### src/design/tpmv_pkg.sv
// Shared types, constants and weight decode functions for the ternary matrix-vector unit.
`timescale 1ns / 1ps

package tpmv_pkg;

  // Field and register widths.
  localparam int unsigned LEN_W      = 13;
  localparam int unsigned ROWCNT_W   = 9;
  localparam int unsigned CFG_IDX_W  = 2;
  localparam int unsigned CFG_DATA_W = 13;
  localparam int unsigned ACT_W      = 16;
  localparam int unsigned ACT_IDX_W  = 12;
  localparam int unsigned NIB_W      = 4;
  localparam int unsigned SUM_W      = 32;
  localparam int unsigned ROW_IDX_W  = 8;
  localparam int unsigned CONTRIB_W  = 18;
  localparam int unsigned LANES      = 3;

  // Default sizes of the activation store and the row counter.
  localparam int unsigned DEF_MAX_ACTIVATIONS = 4096;
  localparam int unsigned DEF_MAX_ROWS        = 256;

  // Register values after reset.
  localparam int unsigned THREE_LEN_RST = 0;
  localparam int unsigned TWO_LEN_RST   = 32;
  localparam int unsigned ROW_COUNT_RST = 32;

  // Division by three of a LEN_W-bit value: multiply by this and drop DIV3_SHIFT bits.
  localparam int unsigned DIV3_MUL   = 2731;
  localparam int unsigned DIV3_SHIFT = 13;

  // Configuration register indexes.
  typedef enum logic [CFG_IDX_W-1:0] {
    CFG_THREE_LEN = 2'd0,
    CFG_TWO_LEN   = 2'd1,
    CFG_ROW_COUNT = 2'd2
  } cfg_reg_e;

  // A ternary weight in two's complement.
  typedef logic [1:0] wgt_t;
  localparam wgt_t W_ZERO = 2'b00;
  localparam wgt_t W_POS  = 2'b01;
  localparam wgt_t W_NEG  = 2'b11;

  // Row geometry as seen by the sequencer.
  typedef struct packed {
    logic [LEN_W-1:0]    three_len;
    logic [LEN_W-1:0]    g3;
    logic [LEN_W-1:0]    total;
    logic [ROWCNT_W-1:0] rows;
  } tpmv_cfg_t;

  // One weight group on its way to the accumulator, aligned with the store read data.
  typedef struct packed {
    logic                 valid;
    logic                 last;
    wgt_t [LANES-1:0]     wgt;
    logic [ROW_IDX_W-1:0] row_index;
    logic [SUM_W-1:0]     prior;
  } tpmv_issue_t;

  // Three-weight code table; element 0 is the weight of the first activation.
  function automatic wgt_t [2:0] dec3(input logic [NIB_W-1:0] code);
    wgt_t [2:0] r;
    unique case (code)
      4'd0:  r = {W_ZERO, W_ZERO, W_ZERO};
      4'd1:  r = {W_POS,  W_ZERO, W_ZERO};
      4'd2:  r = {W_NEG,  W_ZERO, W_ZERO};
      4'd3:  r = {W_ZERO, W_POS,  W_ZERO};
      4'd4:  r = {W_POS,  W_POS,  W_ZERO};
      4'd5:  r = {W_NEG,  W_POS,  W_ZERO};
      4'd6:  r = {W_ZERO, W_NEG,  W_ZERO};
      4'd7:  r = {W_POS,  W_NEG,  W_ZERO};
      4'd8:  r = {W_NEG,  W_NEG,  W_ZERO};
      4'd9:  r = {W_ZERO, W_ZERO, W_POS};
      4'd10: r = {W_POS,  W_ZERO, W_POS};
      4'd11: r = {W_NEG,  W_ZERO, W_POS};
      4'd12: r = {W_ZERO, W_POS,  W_POS};
      4'd13: r = {W_POS,  W_POS,  W_POS};
      4'd14: r = {W_NEG,  W_POS,  W_POS};
      4'd15: r = {W_ZERO, W_ZERO, W_NEG};
    endcase
    return r;
  endfunction

  // Two-weight code table; codes from nine up decode to zero weights.
  function automatic wgt_t [1:0] dec2(input logic [NIB_W-1:0] code);
    wgt_t [1:0] r;
    unique case (code)
      4'd0:    r = {W_NEG,  W_NEG};
      4'd1:    r = {W_ZERO, W_NEG};
      4'd2:    r = {W_POS,  W_NEG};
      4'd3:    r = {W_NEG,  W_ZERO};
      4'd4:    r = {W_ZERO, W_ZERO};
      4'd5:    r = {W_POS,  W_ZERO};
      4'd6:    r = {W_NEG,  W_POS};
      4'd7:    r = {W_ZERO, W_POS};
      4'd8:    r = {W_POS,  W_POS};
      default: r = {W_ZERO, W_ZERO};
    endcase
    return r;
  endfunction

  // Negation of one weight.
  function automatic wgt_t wneg(input wgt_t w);
    wgt_t r;
    unique case (w)
      W_POS:   r = W_NEG;
      W_NEG:   r = W_POS;
      default: r = W_ZERO;
    endcase
    return r;
  endfunction

endpackage

### src/design/tpmv_seq.sv
// Input sequencer: row and group position, store addressing and weight decode.
`timescale 1ns / 1ps

module tpmv_seq #(
  parameter int unsigned MAX_ACTIVATIONS = tpmv_pkg::DEF_MAX_ACTIVATIONS,
  parameter int unsigned MAX_ROWS        = tpmv_pkg::DEF_MAX_ROWS
) (
  input  logic                                clk_i,
  input  logic                                rst_ni,
  input  tpmv_pkg::tpmv_cfg_t                 cfg_i,
  input  logic                                hold_i,
  input  logic                                in_valid_i,
  input  logic                                kind_i,
  input  logic [tpmv_pkg::ACT_IDX_W-1:0]      act_index_i,
  input  logic signed [tpmv_pkg::ACT_W-1:0]   act_value_i,
  input  logic [tpmv_pkg::NIB_W-1:0]          nibble_i,
  input  logic                                negate_i,
  input  logic signed [tpmv_pkg::SUM_W-1:0]   prior_value_i,
  output logic                                ram_we_o,
  output logic [$clog2(MAX_ACTIVATIONS)-1:0]  ram_waddr_o,
  output logic [tpmv_pkg::ACT_W-1:0]          ram_wdata_o,
  output logic [$clog2(MAX_ACTIVATIONS)-1:0]  ram_raddr_o [tpmv_pkg::LANES],
  output tpmv_pkg::tpmv_issue_t               issue_o
);

  import tpmv_pkg::*;

  localparam int unsigned AW       = $clog2(MAX_ACTIVATIONS);
  localparam int unsigned BASE_W   = LEN_W + 2;
  localparam int unsigned ROWS_CAP = (MAX_ROWS > ((1 << ROWCNT_W) - 1)) ?
                                     ((1 << ROWCNT_W) - 1) : MAX_ROWS;
  localparam int unsigned RP_W     = (ROWS_CAP > 1) ? $clog2(ROWS_CAP) : 1;
  localparam int unsigned CW       = ((RP_W > ROWCNT_W) ? RP_W : ROWCNT_W) + 1;

  logic [LEN_W-1:0]           gp_q, gp_d;
  logic [RP_W-1:0]            rowp_q, rowp_d;
  logic                       accept;
  logic                       wgt_item;
  logic                       in_three;
  logic                       in_row;
  logic                       last;
  logic [LEN_W-1:0]           gp_rel;
  logic [BASE_W-1:0]          base3;
  logic [BASE_W-1:0]          base2;
  logic [BASE_W-1:0]          base;
  logic [AW+ACT_IDX_W-1:0]    widx_pad;
  logic [CW-1:0]              rowp_inc;
  logic [RP_W+ROW_IDX_W-1:0]  rowp_pad;
  wgt_t [LANES-1:0]           wgt;
  wgt_t [2:0]                 w3;
  wgt_t [1:0]                 w2;
  logic                       valid_q;
  logic                       last_q;
  wgt_t [LANES-1:0]           wgt_q;
  logic [ROW_IDX_W-1:0]       row_index_q;
  logic [SUM_W-1:0]           prior_q;

  assign accept   = in_valid_i && !hold_i;
  assign wgt_item = accept && kind_i && (cfg_i.total != '0);
  assign in_three = gp_q < cfg_i.g3;
  assign in_row   = gp_q < cfg_i.total;
  assign last     = ({1'b0, gp_q} + 1'b1) >= {1'b0, cfg_i.total};

  // Activation load: the same value goes to every bank, address taken modulo the depth.
  assign widx_pad    = {AW'(0), act_index_i};
  assign ram_we_o    = accept && !kind_i;
  assign ram_waddr_o = widx_pad[AW-1:0];
  assign ram_wdata_o = act_value_i;

  // First activation of the group: three per group, or after the three-weight part two each.
  assign gp_rel = gp_q - cfg_i.g3;
  assign base3  = {1'b0, gp_q, 1'b0} + {2'b00, gp_q};
  assign base2  = {2'b00, cfg_i.three_len} + {1'b0, gp_rel, 1'b0};
  assign base   = in_three ? base3 : base2;

  for (genvar i = 0; i < LANES; i++) begin : g_addr
    logic [BASE_W-1:0]    lane_addr;
    logic [AW+BASE_W-1:0] lane_pad;
    assign lane_addr      = base + BASE_W'(i);
    assign lane_pad       = {AW'(0), lane_addr};
    assign ram_raddr_o[i] = lane_pad[AW-1:0];
  end

  // Weight decode for the part of the row the group falls in.
  assign w3 = dec3(nibble_i);
  assign w2 = dec2(nibble_i);
  always_comb begin
    wgt = {W_ZERO, W_ZERO, W_ZERO};
    if (in_three) begin
      for (int i = 0; i < LANES; i++) begin
        wgt[i] = negate_i ? wneg(w3[i]) : w3[i];
      end
    end else if (in_row) begin
      wgt[0] = w2[0];
      wgt[1] = w2[1];
    end
  end

  // The group position advances on every weight group of a non-empty row, the row position on its last.
  assign rowp_inc = CW'(rowp_q) + 1'b1;
  always_comb begin
    gp_d   = gp_q;
    rowp_d = rowp_q;
    if (wgt_item) begin
      if (last) begin
        gp_d = '0;
        if (rowp_inc >= CW'(cfg_i.rows)) begin
          rowp_d = '0;
        end else begin
          rowp_d = rowp_inc[RP_W-1:0];
        end
      end else begin
        gp_d = gp_q + 1'b1;
      end
    end
  end

  always_ff @(posedge clk_i or negedge rst_ni) begin
    if (!rst_ni) begin
      gp_q    <= '0;
      rowp_q  <= '0;
      valid_q <= 1'b0;
    end else begin
      gp_q   <= gp_d;
      rowp_q <= rowp_d;
      if (!hold_i) begin
        valid_q <= wgt_item;
      end
    end
  end

  // Group attributes are registered to meet the store read data.
  assign rowp_pad = {ROW_IDX_W'(0), rowp_q};
  always_ff @(posedge clk_i) begin
    if (!hold_i) begin
      last_q      <= last;
      wgt_q       <= wgt;
      row_index_q <= rowp_pad[ROW_IDX_W-1:0];
      prior_q     <= prior_value_i;
    end
  end

  assign issue_o.valid     = valid_q;
  assign issue_o.last      = last_q;
  assign issue_o.wgt       = wgt_q;
  assign issue_o.row_index = row_index_q;
  assign issue_o.prior     = prior_q;

endmodule

### config.mk
export PLATFORM = sky130hd
export DESIGN_NAME = tpmv_seq
export DESIGN_NICKNAME = d
export VERILOG_FILES = /design/src/design/tpmv_pkg.sv /design/src/design/tpmv_seq.sv
export SDC_FILE = /design/constraint.sdc
export NUM_CORES = 1
export LEC_CHECK = 0
export BUFFER_PORTS_ARGS = -buffer_cell sky130_fd_sc_hd__buf_2
export CELL_PAD_IN_SITES_DETAIL_PLACEMENT = 0
export CELL_PAD_IN_SITES_GLOBAL_PLACEMENT = 1
export CORE_UTILIZATION = 33
export DETAILED_ROUTE_END_ITERATION = 8
export PLACE_DENSITY_LB_ADDON = 0.3
export SLEW_MARGIN = 20
export SYNTH_ARGS = -nofsm -noshare
export SYNTH_HDL_FRONTEND = slang
export SYNTH_SLANG_ARGS = --single-unit
### constraint.sdc
create_clock -name clk_i -period 9 [get_ports clk_i]
set_input_delay 0.9 -clock clk_i [delete_from_list [all_inputs] [get_ports clk_i]]
set_output_delay 0.9 -clock clk_i [all_outputs]
set_load 0.01 [all_outputs]
Yosys cells after proc, flatten, opt, wreduce, memory -nomap -nowiden
Memory sizes are Yosys's and may differ from the RTL's. Index checks and enable logic that the tools add are counted.

Add/subtract/negate cells: 8. $mul: 0. Divide/modulo/power cells: 0. Order comparisons: 4. Eq/ne operators: 6. Shifts and indexed selects: 0. Mux-type cells: 11. Bitwise gates (word level): 0. Reduce and logical (&&, ||, !) cells: 8.

Operators by type and width (number): < comparator 13 bit (2); adder 12 bit (2); adder 13 x 1 -> 14 bit, second input constant (1); greater-or-equal comparator 14 x 13 -> 1 bit (1); adder 13 x 1 -> 13 bit, second input constant (1); 2-to-1 mux 13 bit (1); nonzero test 13 bit (1); adder 12 x 1 -> 12 bit, second input constant (1); adder 12 x 2 -> 12 bit, second input constant (1); 2-to-1 mux 12 bit (1); case mux 2 bit (2 select lines) (3); subtractor 11 bit (1); adder 8 x 1 -> 9 bit, second input constant (1); greater-or-equal comparator 9 bit (1); 2-to-1 mux 4 bit (2); 2-to-1 mux 8 bit (1); equality test 2 x 1 -> 1 bit, second input constant (3); equality test 2 bit, second input constant (3); 2-to-1 mux 2 bit (3); logical AND 1 bit (4); logical NOT 1 bit (2); AND reduction 2 bit (1).

Flip-flop bits (word level): 69. Bits in latches: 0. Bits in writable memories: 0. Bits in read-only memories: 160. Logic and storage cells: 48. Memories: 2.

Memory list: (name not given) (depth 16, width 6, read ports 1, clocked after Yosys merged registers in 0, write ports 0, RTL line tpmv_pkg.sv:65) `unique case (code)`; (name not given) (depth 16, width 4, read ports 1, clocked after Yosys merged registers in 0, write ports 0, RTL line tpmv_pkg.sv:89) `unique case (code)`.

Longest topological paths before layout
Gate-level depths: netlist of the first run.

Word-level depth: 5. Gate-level depth with buffers: 18. Mapped depth without buffers: 18.

Worst setup path before layout of the first run
No wires, ideal clock.

Kind: input -> output. Start point: input port cfg_i[22] (netlist name). End point: output port ram_raddr_o[11] (netlist name). Arrival: 4.003 ns. Slack: 4.097 ns. Stages: 16. Buffers on the path: 0. Cell sequence: ha_1 -> fa_1 -> nor2b_1 -> o31a_1 -> o21ai_0 -> nand2b_1 -> xor2_1 -> ha_1 -> or2_2 -> o31ai_1 -> a31oi_1 -> a31oi_1 -> xor2_1 -> mux2i_1 -> nor4b_2 -> xnor2_1.

RTL lines: start: declaration (RTL line tpmv_seq.sv:10) `input tpmv_pkg::tpmv_cfg_t cfg_i,`; end: declaration (RTL line tpmv_seq.sv:22) `output logic [$clog2(MAX_ACTIVATIONS)-1:0] ram_raddr_o [tpmv_pkg::LANES],`.

==> run metrics, run 1 <==
CP cell instances buf_2 > ha_1 > fa_1 > nor2b_1 > o31a_1 > o21ai_0 > nand2b_1 > xor2_1 > ha_1 > or2_2 > o31ai_1 > a31oi_1 > a31oi_1 > xor2_1 > mux2i_1 > nor4b_2 > xnor2_1 > buf_2; Worst Setup Start Kind input pin; layout cells sized above 1 25.9%; synth unique cells 59; CP peak stage delay 0.41 ns; Hold Path Cell Cnt 2; Data required, critical path 8.10 ns; RSZ-0062 raised after global routing no; number of synthesized flops with an enable pin 47; FF-to-FF path depth 13; Buf/Inv on CP 2; Pins Over Slew Limit 0; port bufs 173; Initial Utilization 33.7%; Setup TNS 0 ns; gp weighted congestion 0.819; synthesized area 0.00603 sq mm; synth warn 0; Max Clock Skew 0.00779 ns; core box area 0.0179 sq mm; WS Path Type input pin to output port; first-pass GRT wire length 22.8 mm; data arrival time of the worst path 4.52 ns; vias post-DR 5,004; diode count 0; predominant post-synthesis flop cell edfxtp_1; slew of the pin with the lowest slew margin 0.774 ns; Post-Syn Instances 645; Die Ht 137 um; Sink Count 69; Max Clk Rate 0.185 GHz; Clock Tree Buf Depth 2; Critical-path top delay cell fa_1; commonest cells after routing, fill and taps aside buf_2 (173), ha_1 (80), inv_1 (69); vias in the first global route 4,756; ys async rst share 31.9%; Clock Pin Slew Worst Setup and Hold Paths 0.05 ns; status completed; Pleak 0.00354 uW; Site Rows 49; CP max FO 5; syn nets 846; # nets final 990; Yosys reg bits 69; TritonCTS buffer count 9; number of cells on the critical path 18; DRC Markers 0; area growth from synthesis to layout 20.2%; final WL 14.7 mm; CTS root buffer clkbuf_16; final hold vios 0; # setup viols final 0; sequential share of the synthesized area 32.5%; CTS tree built; # IOs 231; Syn Area/Cell 9.35 sq um; final critical-path required period 5.42 ns; delay-heaviest family, CP adder cells; cts hold-fix bufs 0; largest net degree at the start of global routing 48; Clock Latency Late Sink 0.33 ns; Max-Cap Viols 0; post-route ant nets 0; Hold Slack 0.496 ns; htree depth 3; VDD IR max 0.000253 V; Post-CTS Setup Inserts 0; Final Cell Area 0.00725 sq mm; initial antenna violation count 0; post-DP HPWL 12.0 mm; via/cell ratio 4.89; WL/cell 14.4 um; Slew HR 48.4%; CP Capture Type output port; area of placed instances 0.00692 sq mm; die area 0.0188 sq mm; power density cells 249 mW/mm^2; die width 137 um; GR Util All Layers 15.3%; TritonRoute pass-1 iters 4; Hold Crit Class flop to flop; Final period util 60.2%; initial DRC count 146; gr ovfl total 0; # resized after CTS 0; leading cell type in the layout, fill and taps excluded buf_2
[flip-flops by register name, indices dropped and copies added, names as in the netlist]
| signal | cells |
|---|---|
| rowp_q | 8 |
| prior_q | 32 |
| gp_q | 13 |
| issue_o | 6 |
| row_index_q | 8 |
| valid_q | 1 |
| last_q | 1 |
[cells by family after synthesis]
group	Yosys count	synth area share, %
adder cells (fa/ha/maj)	83	17.6
AO/OA/AOI/OAI	148	16.6
flip-flops	69	32.5
buffers and inverters	115	9.24
AND/OR/NAND/NOR	157	13.0
multiplexers	14	2.43
XOR/XNOR	59	8.57
[through the flow]
stage | power, uW | cells | worst slack [ns] | util [%]
floorplan | 1130 | 645 | 4.10 | -
global placement | 1400 | 1007 | 3.65 | 38.6
detailed placement | 1420 | 1007 | 3.57 | 38.6
CTS | 1820 | 1023 | 3.56 | 40.5
global route | 1950 | 1023 | 3.33 | 40.5
finish | 1800 | 1023 | 3.58 | 40.5
[final cells by class]
type | instances | area [sq um]
clock buffers | 9 | 225
multi-input cells | 461 | 3510
repair buffers | 176 | 888
clock inverters | 7 | 105
flip-flops and latches | 69 | 1960
well taps | 229 | 287
inverters | 72 | 272
fillers | 1818 | 10700
[where the power goes]
| part | switching [uW] | total, uW | internal, uW |
|---|---|---|---|
| Combinational | 569 | 992 | 423 |
| Sequential | 41.7 | 424 | 382 |
| Clock | 141 | 389 | 247 |
[per-layer routing]
layer	track usage (%)	share of wire [%]	vias up
met3	2.85	7.0	23
met2	26.7	46	172
met1	19.2	45	2254
met5	0	0	-
li1	-	-	2555
met4	4.40	1.4	0
[cells in the mapped netlist, types with 8 or more instances]
cell type,count,area share [%]
o21a_1,11,1.4
o21ai_0,37,3.1
xor2_1,15,2.2
xnor2_1,44,6.4
clkbuf_1,11,0.68
mux2i_1,12,2.0
nor2_1,36,2.2
a21oi_1,35,2.9
inv_1,70,4.4
dfrtp_1,22,9.1
ha_1,80,17
buf_4,31,3.9
a21o_1,13,1.6
edfxtp_1,47,23
nand2_1,48,3.0
and3_1,8,0.83
o41ai_1,8,1.2
nand3_1,24,2.0
[worst paths after layout]
check	startpoint	slack [ns]	to
setup / recovery	cfg_i[22]	3.58	ram_raddr_o[11]
min in group asynchronous	rst_ni	0.57	gp_q[10]
max in group asynchronous	rst_ni	8.05	valid_q
setup reg to reg	gp_q[2]	4.87	gp_q[9]
hold reg to reg	valid_q	0.50	valid_q
hold / removal	valid_q	0.50	valid_q
[worst min-delay path, delay by kind of cell (launching register included)]
family           cells  cell delay (ns)
DFF                  1             0.34
and+or+nand+nor      2             0.12
Power figures use the tool's default switching activity.
==> run 2: changes to the inputs <==
Settings changed: ABC_AREA from default to 1.
Clock period 9 ns to 4.7 ns, I/O delays scaled along.
==> run 2 against run 1 <==
  * Worst setup slack got worse by 3.1 ns
  * Clock skew rose by 0.00098 ns
  * Sequential cell count did not move
  * Power rose by 69%
  * Clock-buffer cell count rose by 3
  * Die area rose by 7.5%
  * Non-clock buffer count fell by 1
  * Sequential power rose by 86%
  * Sequential share of layout area fell by 1.5 points
  * Synthesized cell count rose by 30%
  * Global-route usage rose by 0.86 points
  * Clock power rose by 56%
  * Critical path type is now flop to output port
  * Largest power group unchanged
==> run metrics, run 2 <==
Hold Crit Class input pin to async pin; Initial Utilization 34.2%; sequential share of the synthesized area 30.2%; Buf/Inv on CP 4; slew of the pin with the lowest slew margin 0.948 ns; final WL 16.3 mm; CTS tree built; Pins Over Slew Limit 0; Fillers 2,003; Synth area leader edfxtp_1; combinational share of power 54.2%; Clock Latency Late Sink 0.33 ns; GR Util All Layers 16.2%; Setup crit start gp_q[0]; Max-Cap Viols 0; synth warn 0; Max Clk Rate 0.238 GHz; Top reg by flops prior_q; VDD IR max 0.000187 V; WL/cell 13.0 um; area growth from synthesis to layout 18.4%; most numerous cell in the Yosys netlist nand2_1; Sink Count 69; Net Sw Frac 43.7%; first-pass GRT wire length 25.9 mm; origin of the critical flop-to-flop path gp_q[2]; placed cell count 1,233; delay-heaviest family, CP adder cells; Slew HR 36.6%; # IOs 231; TritonCTS buffer count 9; post-synth top area share 21.8%; Critical Path Most Common Cell nand2_1; commonest cells after routing, fill and taps aside nand2_1 (217), buf_2 (173), inv_1 (119); predominant post-synthesis flop cell edfxtp_1; initial DRC count 266; largest net degree at the start of global routing 48; # nets final 1,185; Final period util 89.3%; CP max FO 6; P_sw 1330 uW; Syn Area/Cell 7.76 sq um; port bufs 173; CP Capture Type output port; layout cells sized above 1 24.5%; die width 142 um; via/cell ratio 4.48; core box area 0.0190 sq mm; data arrival time of the worst path 3.73 ns; post-route insts no fill 1,249; DRC Markers 0; fin util 40.5%; Data required, critical path 4.23 ns; Internal Pwr Total 1720 uW; Post-CTS Setup Inserts 0; max reg flops 32; cts hold-fix bufs 0; Top Registers prior_q: 32 flops, gp_q: 13 flops; htree depth 3; Seq pwr share 25.9%; gr ovfl total 0; CP peak stage delay 0.43 ns; Setup TNS 0 ns; syn nets 1,037; RSZ-0062 raised after global routing no; Max Clock Skew 0.00876 ns; power density cells 397 mW/mm^2; vias in the first global route 5,245; diode count 0; Pleak 0.00415 uW; number of synthesized flops with an enable pin 47; CP cell instances inv_1 > ha_1 > fa_1 > inv_1 > a31oi_1 > xnor2_1 > ha_1 > nand2_1 > inv_1 > nand2_1 > nand2_1 > nand2_1 > nand3_2 > nand2_2 > nand2_1 > nor2_1 > nand2_1 > xor2_1 > buf_2; # setup viols final 0; final hold vios 0; Die Ht 142 um; WS Path Type flop to output port; post-route ant nets 0; Yosys reg bits 69; TritonRoute pass-1 iters 5; initial antenna violation count 0; post-DP HPWL 13.7 mm; gp weighted congestion 0.792; ys async rst share 31.9%; Clock Pin Slew Worst Setup and Hold Paths 0.06 ns; top cells by area, synth edfxtp_1 (22%), ha_1 (15%), nand2_1 (13%); status completed; # resized after CTS 0; Worst Setup Start Kind flop; Clock Tree Buf Depth 2; Critical-path top delay cell dfrtp_1; vias post-DR 5,591; synthesized area 0.00649 sq mm; final critical-path required period 4.20 ns; clock power share 19.9%; CTS root buffer clkbuf_16; synth cell count leaders nand2_1 (217), inv_1 (120), ha_1 (80); synth unique cells 48; leading cell type in the layout, fill and taps excluded nand2_1; Post-Syn Instances 836; Site Rows 50; die area 0.0202 sq mm
run 2: cell count changes after synthesis, moves of 11 or more:
cell     delta
a21o_1     -11
nand2_1   +169
nor2_1     +19
mux2i_1    -12
xnor2_1    -28
inv_1      +50
nand3_1    +23
xor2_1     +12
run 2: power groups by stage:
stage | logic [uW] | clock network (uW) | registers [uW]
6_report | 1650 | 608 | 789
5_1_grt | 1870 | 649 | 802
4_1_cts | 1680 | 630 | 793
3_5_place_dp | 1670 | 0 | 804
3_3_place_gp | 1670 | 0 | 803
2_1_floorplan | 1190 | 0 | 801
run 2: final timing paths:
| kind | end | slack, ns | depth (start not counted) |
|---|---|---|---|
| setup / recovery | ram_raddr_o[8] | 0.50 | 19 |
| hold / removal | rowp_q[6] | 0.11 | 1 |
| min in group clk_i | prior_q[20] | 0.31 | 1 |
| max in group asynchronous | gp_q[2] | 4.22 | 1 |
| hold reg to reg | valid_q | 0.48 | 2 |
| setup reg to reg | gp_q[3] | 1.01 | 15 |
run 2: area by class of cell:
class / count / area [sq um] / area share [%]
Inverter: 127 / 477 / 6.21
Timing Repair Buffer: 175 / 881 / 11.5
Clock inverter: 4 / 25.0 / 0.326
Sequential cell: 69 / 1960 / 25.5
Clock buffer: 12 / 246 / 3.21
Tap cell: 260 / 325 / 4.24
Multi-Input combinational cell: 602 / 3760 / 49.0
run 2: per-layer routing:
layer / GRT usage (%) / wire [um] / part of all wire (%)
met1: 21.4 / 7720 / 48
met2: 28.2 / 7860 / 48
met5: 0 / 0 / 0
met3: 2.46 / 614 / 3.8
met4: 2.72 / 53 / 0.33
run 2: worst reg2reg max path, stage by stage, from the launching register on:
cell and delay [ns]:
dfrtp_1 0.59, ha_1 0.30, nand3_1 0.21, nor2_1 0.21, nand2_1 0.12, xnor2_1 0.26, ha_1 0.30, nand2_1 0.12
nor2_1 0.06, a211oi_1 0.19, nor2_1 0.06, nor2_1 0.10, nand3_1 0.14, nor2_1 0.75, nand2_1 0.13, nand2_1 0.09
run 2: per-stage QoR:
stage	setup WS (ns)	power (uW)	cell area, sq um	hold WS, ns
floorplan	1.39	1990	6490	0.174
global placement	0.818	2470	7410	0.473
detailed placement	0.857	2470	7410	0.463
CTS	0.481	3100	7680	0.130
global route	0.164	3320	7680	0.142
finish	0.503	3050	7680	0.109
run 2: logic make-up (layout without fill, tap and decap cells):
group | Yosys count | count (layout) | share of synthesized area (%)
and+or+nand+nor | 392 | 392 | 28.2
adders and majority gates | 83 | 83 | 16.4
AOI/OAI and AO/OA | 84 | 84 | 7.68
xor gates and xnor gates | 43 | 43 | 5.81
buffers and inverters | 165 | 318 | 11.8
DFF | 69 | 69 | 30.2
